[config.mk]
export PLATFORM = sky130hd
export DESIGN_NAME = addressable_led_serializer_core_flat
export DESIGN_NICKNAME = d
export VERILOG_FILES = /design/src/rtl/als_pkg.sv /design/src/rtl/als_in_if.sv /design/src/rtl/als_out_if.sv /design/src/rtl/als_engine.sv /design/src/rtl/addressable_led_serializer_core.sv /design/src/flat_wrapper.sv
export SDC_FILE = /design/constraint.sdc
export NUM_CORES = 1
export LEC_CHECK = 0
export ABC_AREA = 1
export BUFFER_PORTS_ARGS = -buffer_cell sky130_fd_sc_hd__buf_4
export CORE_MARGIN = 2
export CORE_UTILIZATION = 55
export CTS_BUF_LIST = sky130_fd_sc_hd__clkbuf_16
export DETAILED_ROUTE_END_ITERATION = 12
export PLACE_DENSITY = 0.78
export SLEW_MARGIN = 15
export SYNTH_ARGS = -nofsm -noshare
export SYNTH_HDL_FRONTEND = slang
export SYNTH_SLANG_ARGS = --single-unit
[constraint.sdc]
create_clock -name i_clk -period 4.7 [get_ports i_clk]
set_input_delay 0.705 -clock i_clk [delete_from_list [all_inputs] [get_ports i_clk]]
set_output_delay 0.705 -clock i_clk [all_outputs]
set_load 0.01 [all_outputs]
[src/rtl/als_pkg.sv]
package als_pkg;

    localparam int BITS_PER_PIXEL = 24;
    localparam int COLOR_W        = 24;
    localparam int TICK_W         = 16;
    localparam int BITS_W         = $clog2(BITS_PER_PIXEL + 1);
    localparam int COLOR_IDX_W    = $clog2(COLOR_W);
    localparam int REG_IDX_W      = 3;
    localparam int PADDR_W        = REG_IDX_W + 2;

    // register indexes, byte address = 4 * index
    localparam logic [REG_IDX_W-1:0] REG_ONE_HIGH  = 3'd0;
    localparam logic [REG_IDX_W-1:0] REG_ONE_LOW   = 3'd1;
    localparam logic [REG_IDX_W-1:0] REG_ZERO_HIGH = 3'd2;
    localparam logic [REG_IDX_W-1:0] REG_ZERO_LOW  = 3'd3;
    localparam logic [REG_IDX_W-1:0] REG_LATCH     = 3'd4;

    localparam logic [TICK_W-1:0] RST_ONE_HIGH  = 16'd11;
    localparam logic [TICK_W-1:0] RST_ONE_LOW   = 16'd3;
    localparam logic [TICK_W-1:0] RST_ZERO_HIGH = 16'd4;
    localparam logic [TICK_W-1:0] RST_ZERO_LOW  = 16'd11;
    localparam logic [TICK_W-1:0] RST_LATCH     = 16'd560;

    localparam logic KIND_TICK = 1'b0;
    localparam logic KIND_LOAD = 1'b1;

    typedef struct packed {
        logic [TICK_W-1:0] one_high;
        logic [TICK_W-1:0] one_low;
        logic [TICK_W-1:0] zero_high;
        logic [TICK_W-1:0] zero_low;
        logic [TICK_W-1:0] latch;
    } t_cfg;

    typedef struct packed {
        logic data_pin;
        logic accepted;
        logic frame_done;
        logic busy_res;
    } t_res;

    // zero length counts as one tick
    function automatic logic [TICK_W-1:0] at_least_one(input logic [TICK_W-1:0] v);
        return (v == '0) ? TICK_W'(1) : v;
    endfunction

    // bit under transmission; bits above the color word go out as zeros
    function automatic logic cur_bit(input logic [COLOR_W-1:0] word,
                                     input logic [BITS_W-1:0]  bits);
        logic [BITS_W-1:0] idx;
        idx = bits - BITS_W'(1);
        if (bits == '0) begin
            return 1'b0;
        end
        if (idx >= BITS_W'(COLOR_W)) begin
            return 1'b0;
        end
        return word[idx[COLOR_IDX_W-1:0]];
    endfunction

endpackage

[src/rtl/als_in_if.sv]
interface als_in_if import als_pkg::*; ();
    logic               valid;
    logic               ready;
    logic               kind;
    logic [COLOR_W-1:0] color;
    logic               last_pixel;

    modport source (output valid, kind, color, last_pixel, input ready);
    modport sink   (input valid, kind, color, last_pixel, output ready);
endinterface

[src/rtl/als_out_if.sv]
interface als_out_if;
    logic valid;
    logic ready;
    logic data_pin;
    logic accepted;
    logic frame_done;
    logic busy_res;

    modport source (output valid, data_pin, accepted, frame_done, busy_res, input ready);
    modport sink   (input valid, data_pin, accepted, frame_done, busy_res, output ready);
endinterface

[src/rtl/als_engine.sv]
module als_engine import als_pkg::*; (
    input  logic               i_clk,
    input  logic               i_rst_n,
    input  logic               i_fire,
    input  logic               i_kind,
    input  logic [COLOR_W-1:0] i_color,
    input  logic               i_last_pixel,
    input  t_cfg               i_cfg,
    output t_res               o_res
);

    logic [COLOR_W-1:0] r_shift,      n_shift;
    logic [BITS_W-1:0]  r_bits,       n_bits;
    logic               r_low,        n_low;
    logic [TICK_W-1:0]  r_pc,         n_pc;
    logic [COLOR_W-1:0] r_pend_word,  n_pend_word;
    logic               r_pend_valid, n_pend_valid;
    logic               r_pend_last,  n_pend_last;
    logic               r_cur_last,   n_cur_last;
    logic               r_latching,   n_latching;
    logic [TICK_W-1:0]  r_latch_cnt,  n_latch_cnt;

    // state seen by a tick after a possible word start
    logic               start;
    logic [COLOR_W-1:0] s_word;
    logic [BITS_W-1:0]  s_bits;
    logic               s_low;
    logic [TICK_W-1:0]  s_pc;
    logic               s_last;
    logic               bit_val;
    logic [TICK_W-1:0]  phase_len;
    logic [TICK_W:0]    pc_inc;
    logic [TICK_W:0]    latch_inc;

    assign start   = (r_bits == '0) && r_pend_valid;
    assign s_word  = start ? r_pend_word : r_shift;
    assign s_bits  = start ? BITS_W'(BITS_PER_PIXEL) : r_bits;
    assign s_low   = start ? 1'b0 : r_low;
    assign s_pc    = start ? '0 : r_pc;
    assign s_last  = start ? r_pend_last : r_cur_last;
    assign bit_val = cur_bit(s_word, s_bits);

    always_comb begin
        if (s_low) begin
            phase_len = at_least_one(bit_val ? i_cfg.one_low : i_cfg.zero_low);
        end else begin
            phase_len = at_least_one(bit_val ? i_cfg.one_high : i_cfg.zero_high);
        end
    end

    assign pc_inc    = {1'b0, s_pc} + 17'd1;
    assign latch_inc = {1'b0, r_latch_cnt} + 17'd1;

    always_comb begin
        n_shift      = r_shift;
        n_bits       = r_bits;
        n_low        = r_low;
        n_pc         = r_pc;
        n_pend_word  = r_pend_word;
        n_pend_valid = r_pend_valid;
        n_pend_last  = r_pend_last;
        n_cur_last   = r_cur_last;
        n_latching   = r_latching;
        n_latch_cnt  = r_latch_cnt;
        o_res        = '0;
        if (i_fire) begin
            if (i_kind == KIND_LOAD) begin
                o_res.data_pin = (r_bits != '0) && !r_low;
                if (!r_pend_valid) begin
                    n_pend_word    = i_color;
                    n_pend_last    = i_last_pixel;
                    n_pend_valid   = 1'b1;
                    o_res.accepted = 1'b1;
                end
            end else if (r_latching) begin
                if (latch_inc >= {1'b0, at_least_one(i_cfg.latch)}) begin
                    n_latching       = 1'b0;
                    n_latch_cnt      = '0;
                    o_res.frame_done = 1'b1;
                end else begin
                    n_latch_cnt = latch_inc[TICK_W-1:0];
                end
            end else begin
                if (start) begin
                    n_shift      = r_pend_word;
                    n_cur_last   = r_pend_last;
                    n_pend_valid = 1'b0;
                    n_bits       = s_bits;
                    n_low        = 1'b0;
                    n_pc         = '0;
                end
                if (s_bits != '0) begin
                    o_res.data_pin = !s_low;
                    if (pc_inc >= {1'b0, phase_len}) begin
                        n_pc = '0;
                        if (!s_low) begin
                            n_low = 1'b1;
                        end else begin
                            n_low  = 1'b0;
                            n_bits = s_bits - BITS_W'(1);
                            if ((s_bits == BITS_W'(1)) && s_last) begin
                                n_latching  = 1'b1;
                                n_latch_cnt = '0;
                            end
                        end
                    end else begin
                        n_pc = pc_inc[TICK_W-1:0];
                    end
                end
            end
        end
        o_res.busy_res = (n_bits != '0) || n_latching;
    end

    always_ff @(posedge i_clk) begin
        if (!i_rst_n) begin
            r_shift      <= '0;
            r_bits       <= '0;
            r_low        <= 1'b0;
            r_pc         <= '0;
            r_pend_word  <= '0;
            r_pend_valid <= 1'b0;
            r_pend_last  <= 1'b0;
            r_cur_last   <= 1'b0;
            r_latching   <= 1'b0;
            r_latch_cnt  <= '0;
        end else begin
            r_shift      <= n_shift;
            r_bits       <= n_bits;
            r_low        <= n_low;
            r_pc         <= n_pc;
            r_pend_word  <= n_pend_word;
            r_pend_valid <= n_pend_valid;
            r_pend_last  <= n_pend_last;
            r_cur_last   <= n_cur_last;
            r_latching   <= n_latching;
            r_latch_cnt  <= n_latch_cnt;
        end
    end

`ifndef NO_ASSERTIONS
    a_done_from_latch: assert property (@(posedge i_clk) disable iff (!i_rst_n)
        o_res.frame_done |-> r_latching)
        else $error("frame_done without latch");

    a_latch_excl_shift: assert property (@(posedge i_clk) disable iff (!i_rst_n)
        r_latching |-> (r_bits == '0))
        else $error("latching while shifting");

    a_refused_load_holds: assert property (@(posedge i_clk) disable iff (!i_rst_n)
        (i_fire && (i_kind == KIND_LOAD) && r_pend_valid) |=> $stable(r_pend_word))
        else $error("refused load changed buffer");

    a_word_start: assert property (@(posedge i_clk) disable iff (!i_rst_n)
        (i_fire && (i_kind == KIND_TICK) && !r_latching && (r_bits == '0) && r_pend_valid)
        |=> (r_bits == BITS_W'(BITS_PER_PIXEL)) && !r_pend_valid)
        else $error("word start did not load shifter");
`endif

endmodule

[src/rtl/addressable_led_serializer_core.sv]
// Addressable LED serializer core (single-wire LED chain encoder).
// Input channel i_in: one word per handshake. kind=0 is a time tick that
// advances the line by one slot; kind=1 loads a 24-bit color word (with its
// last-of-frame mark) into the one-entry pending buffer.
// Output channel o_out: exactly one result word per input word, in order:
// data_pin (line level for the slot), accepted, frame_done, busy_res.
// Each result is held in the main result register, or in the skid
// register on a stall. One input word per cycle while i_in.ready is high;
// the whole per-word update is one compare-and-increment on the phase or
// latch counter between the state registers and the result register.
// Bit timing and latch length come from the APB registers (16-bit, at byte
// addresses 0x0..0x10); write them only while the block is idle.
// Reset (synchronous, active low) empties the buffers, stops any frame and
// restores the default timing (11/3, 4/11, latch 560).
// Receiver stall: a main result register plus a skid register hold up to
// two results; i_in.ready drops only when both are full, so nothing is
// lost or repeated.
module addressable_led_serializer_core import als_pkg::*; (
    input  logic                i_clk,
    input  logic                i_rst_n,
    als_in_if.sink              i_in,
    als_out_if.source           o_out,
    input  logic                i_psel,
    input  logic                i_penable,
    input  logic                i_pwrite,
    input  logic [PADDR_W-1:0]  i_paddr,
    input  logic [31:0]         i_pwdata,
    output logic [31:0]         o_prdata,
    output logic                o_pready
);

    // ---------------- configuration registers ----------------
    t_cfg                 r_cfg;
    logic [REG_IDX_W-1:0] reg_idx;
    logic                 cfg_wr;
    logic [TICK_W-1:0]    rd_val;

    assign reg_idx  = i_paddr[PADDR_W-1:2];
    assign cfg_wr   = i_psel && i_penable && i_pwrite;
    assign o_pready = 1'b1;

    always_ff @(posedge i_clk) begin
        if (!i_rst_n) begin
            r_cfg.one_high  <= RST_ONE_HIGH;
            r_cfg.one_low   <= RST_ONE_LOW;
            r_cfg.zero_high <= RST_ZERO_HIGH;
            r_cfg.zero_low  <= RST_ZERO_LOW;
            r_cfg.latch     <= RST_LATCH;
        end else if (cfg_wr) begin
            case (reg_idx)
                REG_ONE_HIGH:  r_cfg.one_high  <= i_pwdata[TICK_W-1:0];
                REG_ONE_LOW:   r_cfg.one_low   <= i_pwdata[TICK_W-1:0];
                REG_ZERO_HIGH: r_cfg.zero_high <= i_pwdata[TICK_W-1:0];
                REG_ZERO_LOW:  r_cfg.zero_low  <= i_pwdata[TICK_W-1:0];
                REG_LATCH:     r_cfg.latch     <= i_pwdata[TICK_W-1:0];
                default: ;   // unmapped: write dropped
            endcase
        end
    end

    always_comb begin
        case (reg_idx)
            REG_ONE_HIGH:  rd_val = r_cfg.one_high;
            REG_ONE_LOW:   rd_val = r_cfg.one_low;
            REG_ZERO_HIGH: rd_val = r_cfg.zero_high;
            REG_ZERO_LOW:  rd_val = r_cfg.zero_low;
            REG_LATCH:     rd_val = r_cfg.latch;
            default:       rd_val = '0;
        endcase
    end
    assign o_prdata = {{(32 - TICK_W){1'b0}}, rd_val};

    // ---------------- encoder state ----------------
    logic in_fire;
    t_res res;

    assign in_fire = i_in.valid && i_in.ready;

    als_engine u_engine (
        .i_clk        (i_clk),
        .i_rst_n      (i_rst_n),
        .i_fire       (in_fire),
        .i_kind       (i_in.kind),
        .i_color      (i_in.color),
        .i_last_pixel (i_in.last_pixel),
        .i_cfg        (r_cfg),
        .o_res        (res)
    );

    // ---------------- result register + skid ----------------
    t_res r_out;
    logic r_out_valid;
    t_res r_skid;
    logic r_skid_valid;
    logic out_pop;

    assign out_pop    = r_out_valid && o_out.ready;
    assign i_in.ready = !r_skid_valid;

    always_ff @(posedge i_clk) begin
        if (!i_rst_n) begin
            r_out_valid  <= 1'b0;
            r_skid_valid <= 1'b0;
        end else if (!r_out_valid || out_pop) begin
            // head slot free this cycle: refill from skid first
            if (r_skid_valid) begin
                r_out_valid  <= 1'b1;
                r_skid_valid <= 1'b0;
            end else begin
                r_out_valid <= in_fire;
            end
        end else if (in_fire) begin
            r_skid_valid <= 1'b1;
        end
    end

    always_ff @(posedge i_clk) begin
        if (!r_out_valid || out_pop) begin
            r_out <= r_skid_valid ? r_skid : res;
        end
        if (in_fire && r_out_valid && !out_pop) begin
            r_skid <= res;
        end
    end

    assign o_out.valid      = r_out_valid;
    assign o_out.data_pin   = r_out.data_pin;
    assign o_out.accepted   = r_out.accepted;
    assign o_out.frame_done = r_out.frame_done;
    assign o_out.busy_res   = r_out.busy_res;

`ifndef NO_ASSERTIONS
    a_skid_needs_head: assert property (@(posedge i_clk) disable iff (!i_rst_n)
        r_skid_valid |-> r_out_valid)
        else $error("skid full with head empty");

    a_stall_fill_skid: assert property (@(posedge i_clk) disable iff (!i_rst_n)
        (in_fire && r_out_valid && !o_out.ready) |=> r_skid_valid)
        else $error("stalled result not parked in skid");

    a_out_follows_in: assert property (@(posedge i_clk) disable iff (!i_rst_n)
        (in_fire && !r_skid_valid) |=> r_out_valid)
        else $error("accepted word produced no result");
`endif

endmodule

[src/flat_wrapper.sv]
// flat-port wrapper written by rule: the top's interface ports become plain ports
module addressable_led_serializer_core_flat import als_pkg::*;
  (i_clk, i_rst_n, i_psel, i_penable, i_pwrite, i_paddr, i_pwdata, o_prdata, o_pready, i_in_valid, i_in_kind, i_in_color, i_in_last_pixel, i_in_ready, o_out_valid, o_out_data_pin, o_out_accepted, o_out_frame_done, o_out_busy_res, o_out_ready);
  als_in_if i_in_i ();
  als_out_if o_out_i ();
  input  logic i_clk;
  input  logic i_rst_n;
  input  logic i_psel;
  input  logic i_penable;
  input  logic i_pwrite;
  input  logic [PADDR_W-1:0] i_paddr;
  input  logic [31:0] i_pwdata;
  output logic [31:0] o_prdata;
  output logic o_pready;
  input wire logic [$bits(i_in_i.valid)-1:0] i_in_valid;
  input wire logic [$bits(i_in_i.kind)-1:0] i_in_kind;
  input wire logic [$bits(i_in_i.color)-1:0] i_in_color;
  input wire logic [$bits(i_in_i.last_pixel)-1:0] i_in_last_pixel;
  output wire logic [$bits(i_in_i.ready)-1:0] i_in_ready;
  output wire logic [$bits(o_out_i.valid)-1:0] o_out_valid;
  output wire logic [$bits(o_out_i.data_pin)-1:0] o_out_data_pin;
  output wire logic [$bits(o_out_i.accepted)-1:0] o_out_accepted;
  output wire logic [$bits(o_out_i.frame_done)-1:0] o_out_frame_done;
  output wire logic [$bits(o_out_i.busy_res)-1:0] o_out_busy_res;
  input wire logic [$bits(o_out_i.ready)-1:0] o_out_ready;
  assign i_in_i.valid = i_in_valid;
  assign i_in_i.kind = i_in_kind;
  assign i_in_i.color = i_in_color;
  assign i_in_i.last_pixel = i_in_last_pixel;
  assign i_in_ready = i_in_i.ready;
  assign o_out_valid = o_out_i.valid;
  assign o_out_data_pin = o_out_i.data_pin;
  assign o_out_accepted = o_out_i.accepted;
  assign o_out_frame_done = o_out_i.frame_done;
  assign o_out_busy_res = o_out_i.busy_res;
  assign o_out_i.ready = o_out_ready;
  addressable_led_serializer_core u_core (.i_clk(i_clk), .i_rst_n(i_rst_n), .i_in(i_in_i), .o_out(o_out_i), .i_psel(i_psel), .i_penable(i_penable), .i_pwrite(i_pwrite), .i_paddr(i_paddr), .i_pwdata(i_pwdata), .o_prdata(o_prdata), .o_pready(o_pready));
endmodule
### Yosys cells after proc, flatten, opt, wreduce, memory -nomap -nowiden

Cells that the tools add are included.
Widths: inputs -> output; s select.

* add/subtract/negate cells: 3
* order comparisons: 4
* equal/unequal tests: 6
* mux-type cells: 61
* bitwise gates (word level): 4
* reductions and logical operators: 40

Operators with widths (number)
* $mux 16: 15
* $pmux 16 s5: 1
* $logic_not 16->1: 3
* $mux 5: 8
* $add 16x1->17 const B: 2
* $ge 17x16->1: 2
* $mux 1: 33
* $mux 24: 1
* $reduce_bool 5->1: 3
* $logic_not 5->1: 2
* $reduce_and 2->1: 5
* $reduce_bool 2->1: 5
* $logic_and 1x1->1: 9
* $reduce_and 3->1: 3
* $eq 3x2->1 const B: 2
* $lt 5x6->1 const B: 1
* $reduce_and 6->1: 1
* $bmux 1 s5: 1
* $eq 5x1->1 const B: 1
* $ge 5x5->1 const B: 1
* $logic_not 1->1: 5
* $sub 5x1->5 const B: 1
* $mux 4: 1
* $not 1->1: 4
* other kinds (7): 8

* flip-flop bits (word level): 180
* input port bits: 70
* output and inout port bits: 39
* word-level logic and storage cells: 143

### Longest topological paths before layout

* word-level depth: 22
* mapped depth: 38
* mapped depth without buffers: 36

### Modules after synthesis

Synthesis repeated with hierarchy kept, for this count alone.

* cells, all modules: 1675
* area total of the unflattened synthesis: 10890.4 um^2

Modules (own cells, without submodules)
* als_engine: instances 1, cells an instance 1001, area an instance 6356.1 um^2
* addressable_led_serializer_core: instances 1, cells an instance 674, area an instance 4534.3 um^2

### Least setup slack after synthesis

No wires, ideal clock.

* path kind: reg-to-reg
* from: register u_core.u_engine.r_bits[0]
* to: register u_core.r_out (netlist bit u_core.o_out.busy_res), data pin
* data arrival time: 3.946 ns
* data required time: 4.447 ns
* slack: 0.502 ns
* cell stages (with the launch flop): 34
* buffers on the path: 2
* clock period less this slack: 4.198 ns
* cells stage by stage: dfxtp_1 > inv_1 > buf_1 > ha_1 > clkinv_1 > nor2_1 > nand2_1 > nand2_1 > nand2_1 > nand3_1 > nand3_2 > nand2_2 > buf_2 > nand2_1 > o21ai_1 > o21ai_0 > ha_1 > nand2_1 > inv_1 > nand3_1 > o211ai_1 > nand2_1 > nand2_1 > nand2_1 > a21oi_1 > nor2_1 > nand2_2 > nand2_1 > nor2_1 > nand3_1 > a21oi_1 > nand3_1 > nand2_1 > nand2_1

RTL lines
* from (decl): line als_engine.sv:13 `logic [BITS_W-1:0] r_bits, n_bits;`
* from (signal assigned): line als_engine.sv:129 `r_bits <= n_bits;`
* to (signal assigned): line addressable_led_serializer_core.sv:119 `r_out <= r_skid_valid ? r_skid : res;`
* to (decl): line addressable_led_serializer_core.sv:91 `t_res r_out;`

==> results.json <==
{
  "status": "finished clean",
  "synth_area_leader_cell": "dfxtp_1",
  "grt_pass1_vias": 8885,
  "end_kind": "flip-flop",
  "die_w_um": 138,
  "worstPathArrival_ns": 4.57,
  "antenna_found_initial": 0,
  "fill_cells": 1530,
  "htree_levels": 4,
  "clk_pin_slew_ns": 0.07,
  "grt_pass1_wl_um": 43600,
  "max_stage_delay_ns": 0.37,
  "finalCriticalPeriod_ns": 4.38,
  "start_kind": "flip-flop",
  "gp_congestion": 0.912,
  "layout-drive-gt1-share": 0.118,
  "n_antenna_cell": 0,
  "finClkSkew_ns": 0.0101,
  "synth_flop_cell": "dfxtp_1",
  "wl_per_cell_um": 15.8,
  "cap_violations": 0,
  "drv_slew": 0,
  "rows": 48,
  "synth_async_sr_flop_share": 0,
  "cts.sinks": 180,
  "floorplan.die_area_um2": 19000,
  "tritoncts": "built",
  "dp_hpwl_um": 18100,
  "fmax_mhz": 228,
  "crit_buf_inv": 4,
  "layout.nets": 1599,
  "setup_violations": 0,
  "route.detailed.drc": 0,
  "wirelength_um": 27300,
  "dr.pass1.iters": 5,
  "first_iter_violations": 1074,
  "cts_buffer_depth": 2,
  "critical_path_class": "flip-flop to flip-flop",
  "timing.final.crit_share": 0.932,
  "path_delay_family": "simple AND/OR/NAND/NOR gates",
  "hold_viol": 0,
  "grt_max_degree": 85,
  "worst_ep_required_time_ns": 4.89,
  "cts_buffers": 17,
  "fin_util": 0.647,
  "yosysTopAreaCellShare": 0.350,
  "power_density_nw_per_um2": 301,
  "vias_per_cell": 5.70,
  "synth_edf_count": 8,
  "port_buffers": 73,
  "core_um2": 17400,
  "ir_drop_mv": 0.263,
  "insertion_delay_ns": 0.43,
  "overflow": 0,
  "pin_count": 109,
  "slew-limit-headroom": 0.416,
  "tns_ns": 0,
  "ant_nets": 0,
  "tightest_slew_ns": 0.875,
  "netlist_area_um2": 9850,
  "grt_usage": 0.290,
  "start_util": 0.566,
  "syn2layout_area_growth_pct": 14.5,
  "crit_slowest_cell": "dfxtp_2",
  "ys_top_cells_by_area": "dfxtp_1, nand2_1, nor2_1, o21ai_0, a21oi_1",
  "syn_avg_cell_area_um2": 6.87,
  "worstHoldPathType": "flip-flop to flip-flop",
  "ys_ff_latch": 180,
  "critPathMaxFanout": 20,
  "finalPower_mw": 3.39,
  "synth_warnings": 0,
  "worst_path_most_repeated_cell": "nand2_1",
  "cts-root-buf": "clkbuf_16",
  "power_leakage_nw": 5.06,
  "vias": 9870,
  "synth_cells": 1434,
  "ys_types": 53,
  "ys_seq_area_frac": 0.374,
  "die_h_um": 138
}
-- worst paths after layout --
check,startpoint,end,slack (ns),cells after the start
worst max register to register,u_core.u_engine.r_bits[1],u_core.o_out.busy_res,0.32,33
worst max-delay path,u_core.u_engine.r_bits[1],u_core.o_out.busy_res,0.32,33
worst min-delay path,u_core.u_engine.r_shift[21],u_core.u_engine.r_shift[21],0.46,2
worst min register to register,u_core.u_engine.r_shift[21],u_core.u_engine.r_shift[21],0.46,2
-- worst register-to-register path, delay by kind of cell (launching register included) --
kind,cells,cell delay [ns]
fa+ha+maj,2,0.48
buf+inv,4,0.49
simple gates,22,1.83
flops,1,0.37
compound gates,5,0.97
-- sequential cells by signal (all words and copies together), names as in the netlist --
register / cells
u_core.o_out.data_pin: 1
u_core.u_engine.r_latching: 1
u_core.u_engine.r_pend_word: 24
u_core.o_out.frame_done: 1
u_core.u_engine.r_pc: 16
u_core.r_cfg: 80
u_core.u_engine.r_pend_valid: 1
u_core.o_out.accepted: 1
u_core.u_engine.r_pend_last: 1
u_core.u_engine.r_shift: 24
u_core.u_engine.r_low: 1
u_core.o_out.busy_res: 1
u_core.o_out.valid: 1
u_core.u_engine.r_latch_cnt: 16
u_core.r_skid: 4
u_core.u_engine.r_cur_last: 1
u_core.r_skid_valid: 1
u_core.u_engine.r_bits: 5
-- cell type report --
cell class	instances	area [um2]	area share
clock buffer	17	425	0.0377
clock inverter	15	178	0.0158
inverter	134	507	0.0449
multi-input combinational	1056	5350	0.475
sequential	180	3690	0.327
tap	225	282	0.0250
timing repair buffer	103	836	0.0741
timing repair inverter	1	7.51	0.000666
-- through the flow --
stage / cell area (um2) / hold WS, ns / setup slack [ns] / cells
floorplan: 9910 / 0.425 / 0.502 / 1449
global placement: 10500 / 0.435 / 0.277 / 1689
detailed placement: 10500 / 0.448 / 0.138 / 1689
CTS: 11100 / 0.458 / 0.112 / 1721
global route: 11300 / 0.479 / -0.0219 / 1731
finish: 11300 / 0.457 / 0.320 / 1731
-- placed cells by master, fill, tap and decap left out, types with 2 or more instances in the layout --
| cell type | n |
|---|---|
| nor2_2 | 3 |
| nand3_2 | 5 |
| clkbuf_16 | 18 |
| o21ai_0 | 163 |
| clkinv_1 | 4 |
| o21ai_2 | 5 |
| nand3_1 | 80 |
| nand2_1 | 280 |
| clkinv_4 | 2 |
| o211ai_1 | 4 |
| a31oi_1 | 5 |
| a221oi_1 | 15 |
| dfxtp_2 | 3 |
| buf_6 | 2 |
| nand2_2 | 4 |
| o21ai_1 | 8 |
| edfxtp_1 | 8 |
| inv_1 | 126 |
| conb_1 | 17 |
| ha_1 | 35 |
| xnor2_1 | 9 |
| nor2_1 | 231 |
| buf_12 | 3 |
| nor3_1 | 9 |
| bufinv_16 | 3 |
| a211oi_1 | 5 |
| nand4_1 | 16 |
| nor2_4 | 7 |
| a21oi_1 | 112 |
| xor2_1 | 18 |
| buf_4 | 97 |
| dfxtp_1 | 169 |
| inv_2 | 6 |
| nor4_1 | 3 |
| clkinvlp_4 | 3 |
| inv_6 | 4 |
-- kinds of logic (layout without fill, tap and decap cells) --
group	after synthesis	after routing	synth area share
buffers and inverters	214	270	0.0936
other	2	17	0.000762
muxes	1	1	0.00102
xor gates and xnor gates	29	29	0.0258
and+or+nand+nor	646	647	0.281
adders and majority gates	36	36	0.0457
AOI/OAI and AO/OA	326	326	0.178
DFF	180	180	0.374
-- per-layer routing --
layer  vias up  share of wire  global-route usage
li1       4814              -                   -
met1      4537           0.42               0.374
met2       452           0.47               0.480
met3        67          0.086              0.0552
met4         0          0.030               0.115
met5         -              0                   0
-- cells in the mapped netlist, types with 2 or more instances --
cell and number:
buf_2 10, dfxtp_1 172, nand2_1 280, a31oi_1 5, xnor2_1 10, nor4_1 3, nand2_2 4, o21ai_1 10
inv_2 5, nand3_1 80, conb_1 2, nor3_1 9, nand3_2 5, nor2_4 6, clkinv_1 4, o211ai_1 4
xor2_1 19, o21ai_2 2, inv_1 125, ha_1 36, nor2_1 232, a211oi_1 5, a21oi_1 112, o21ai_0 164
buf_4 17, clkbuf_1 48, buf_6 2, nor2_2 2, a221oi_1 15, nand4_1 16, edfxtp_1 8
-- timing repair --
action,in CTS,in global routing
resized for setup,0,16
setup endpoints to repair,0,29
endpoints found under the hold margin,0,0
hold buffers,0,0
setup buffers,0,7
-- power by group --
part / internal, mW / switching, mW / total, mW
sequential: 1.57 / 0.0206 / 1.59
clock: 0.843 / 0.637 / 1.48
combinational: 0.116 / 0.203 / 0.319
Power figures use the tool's default switching activity.
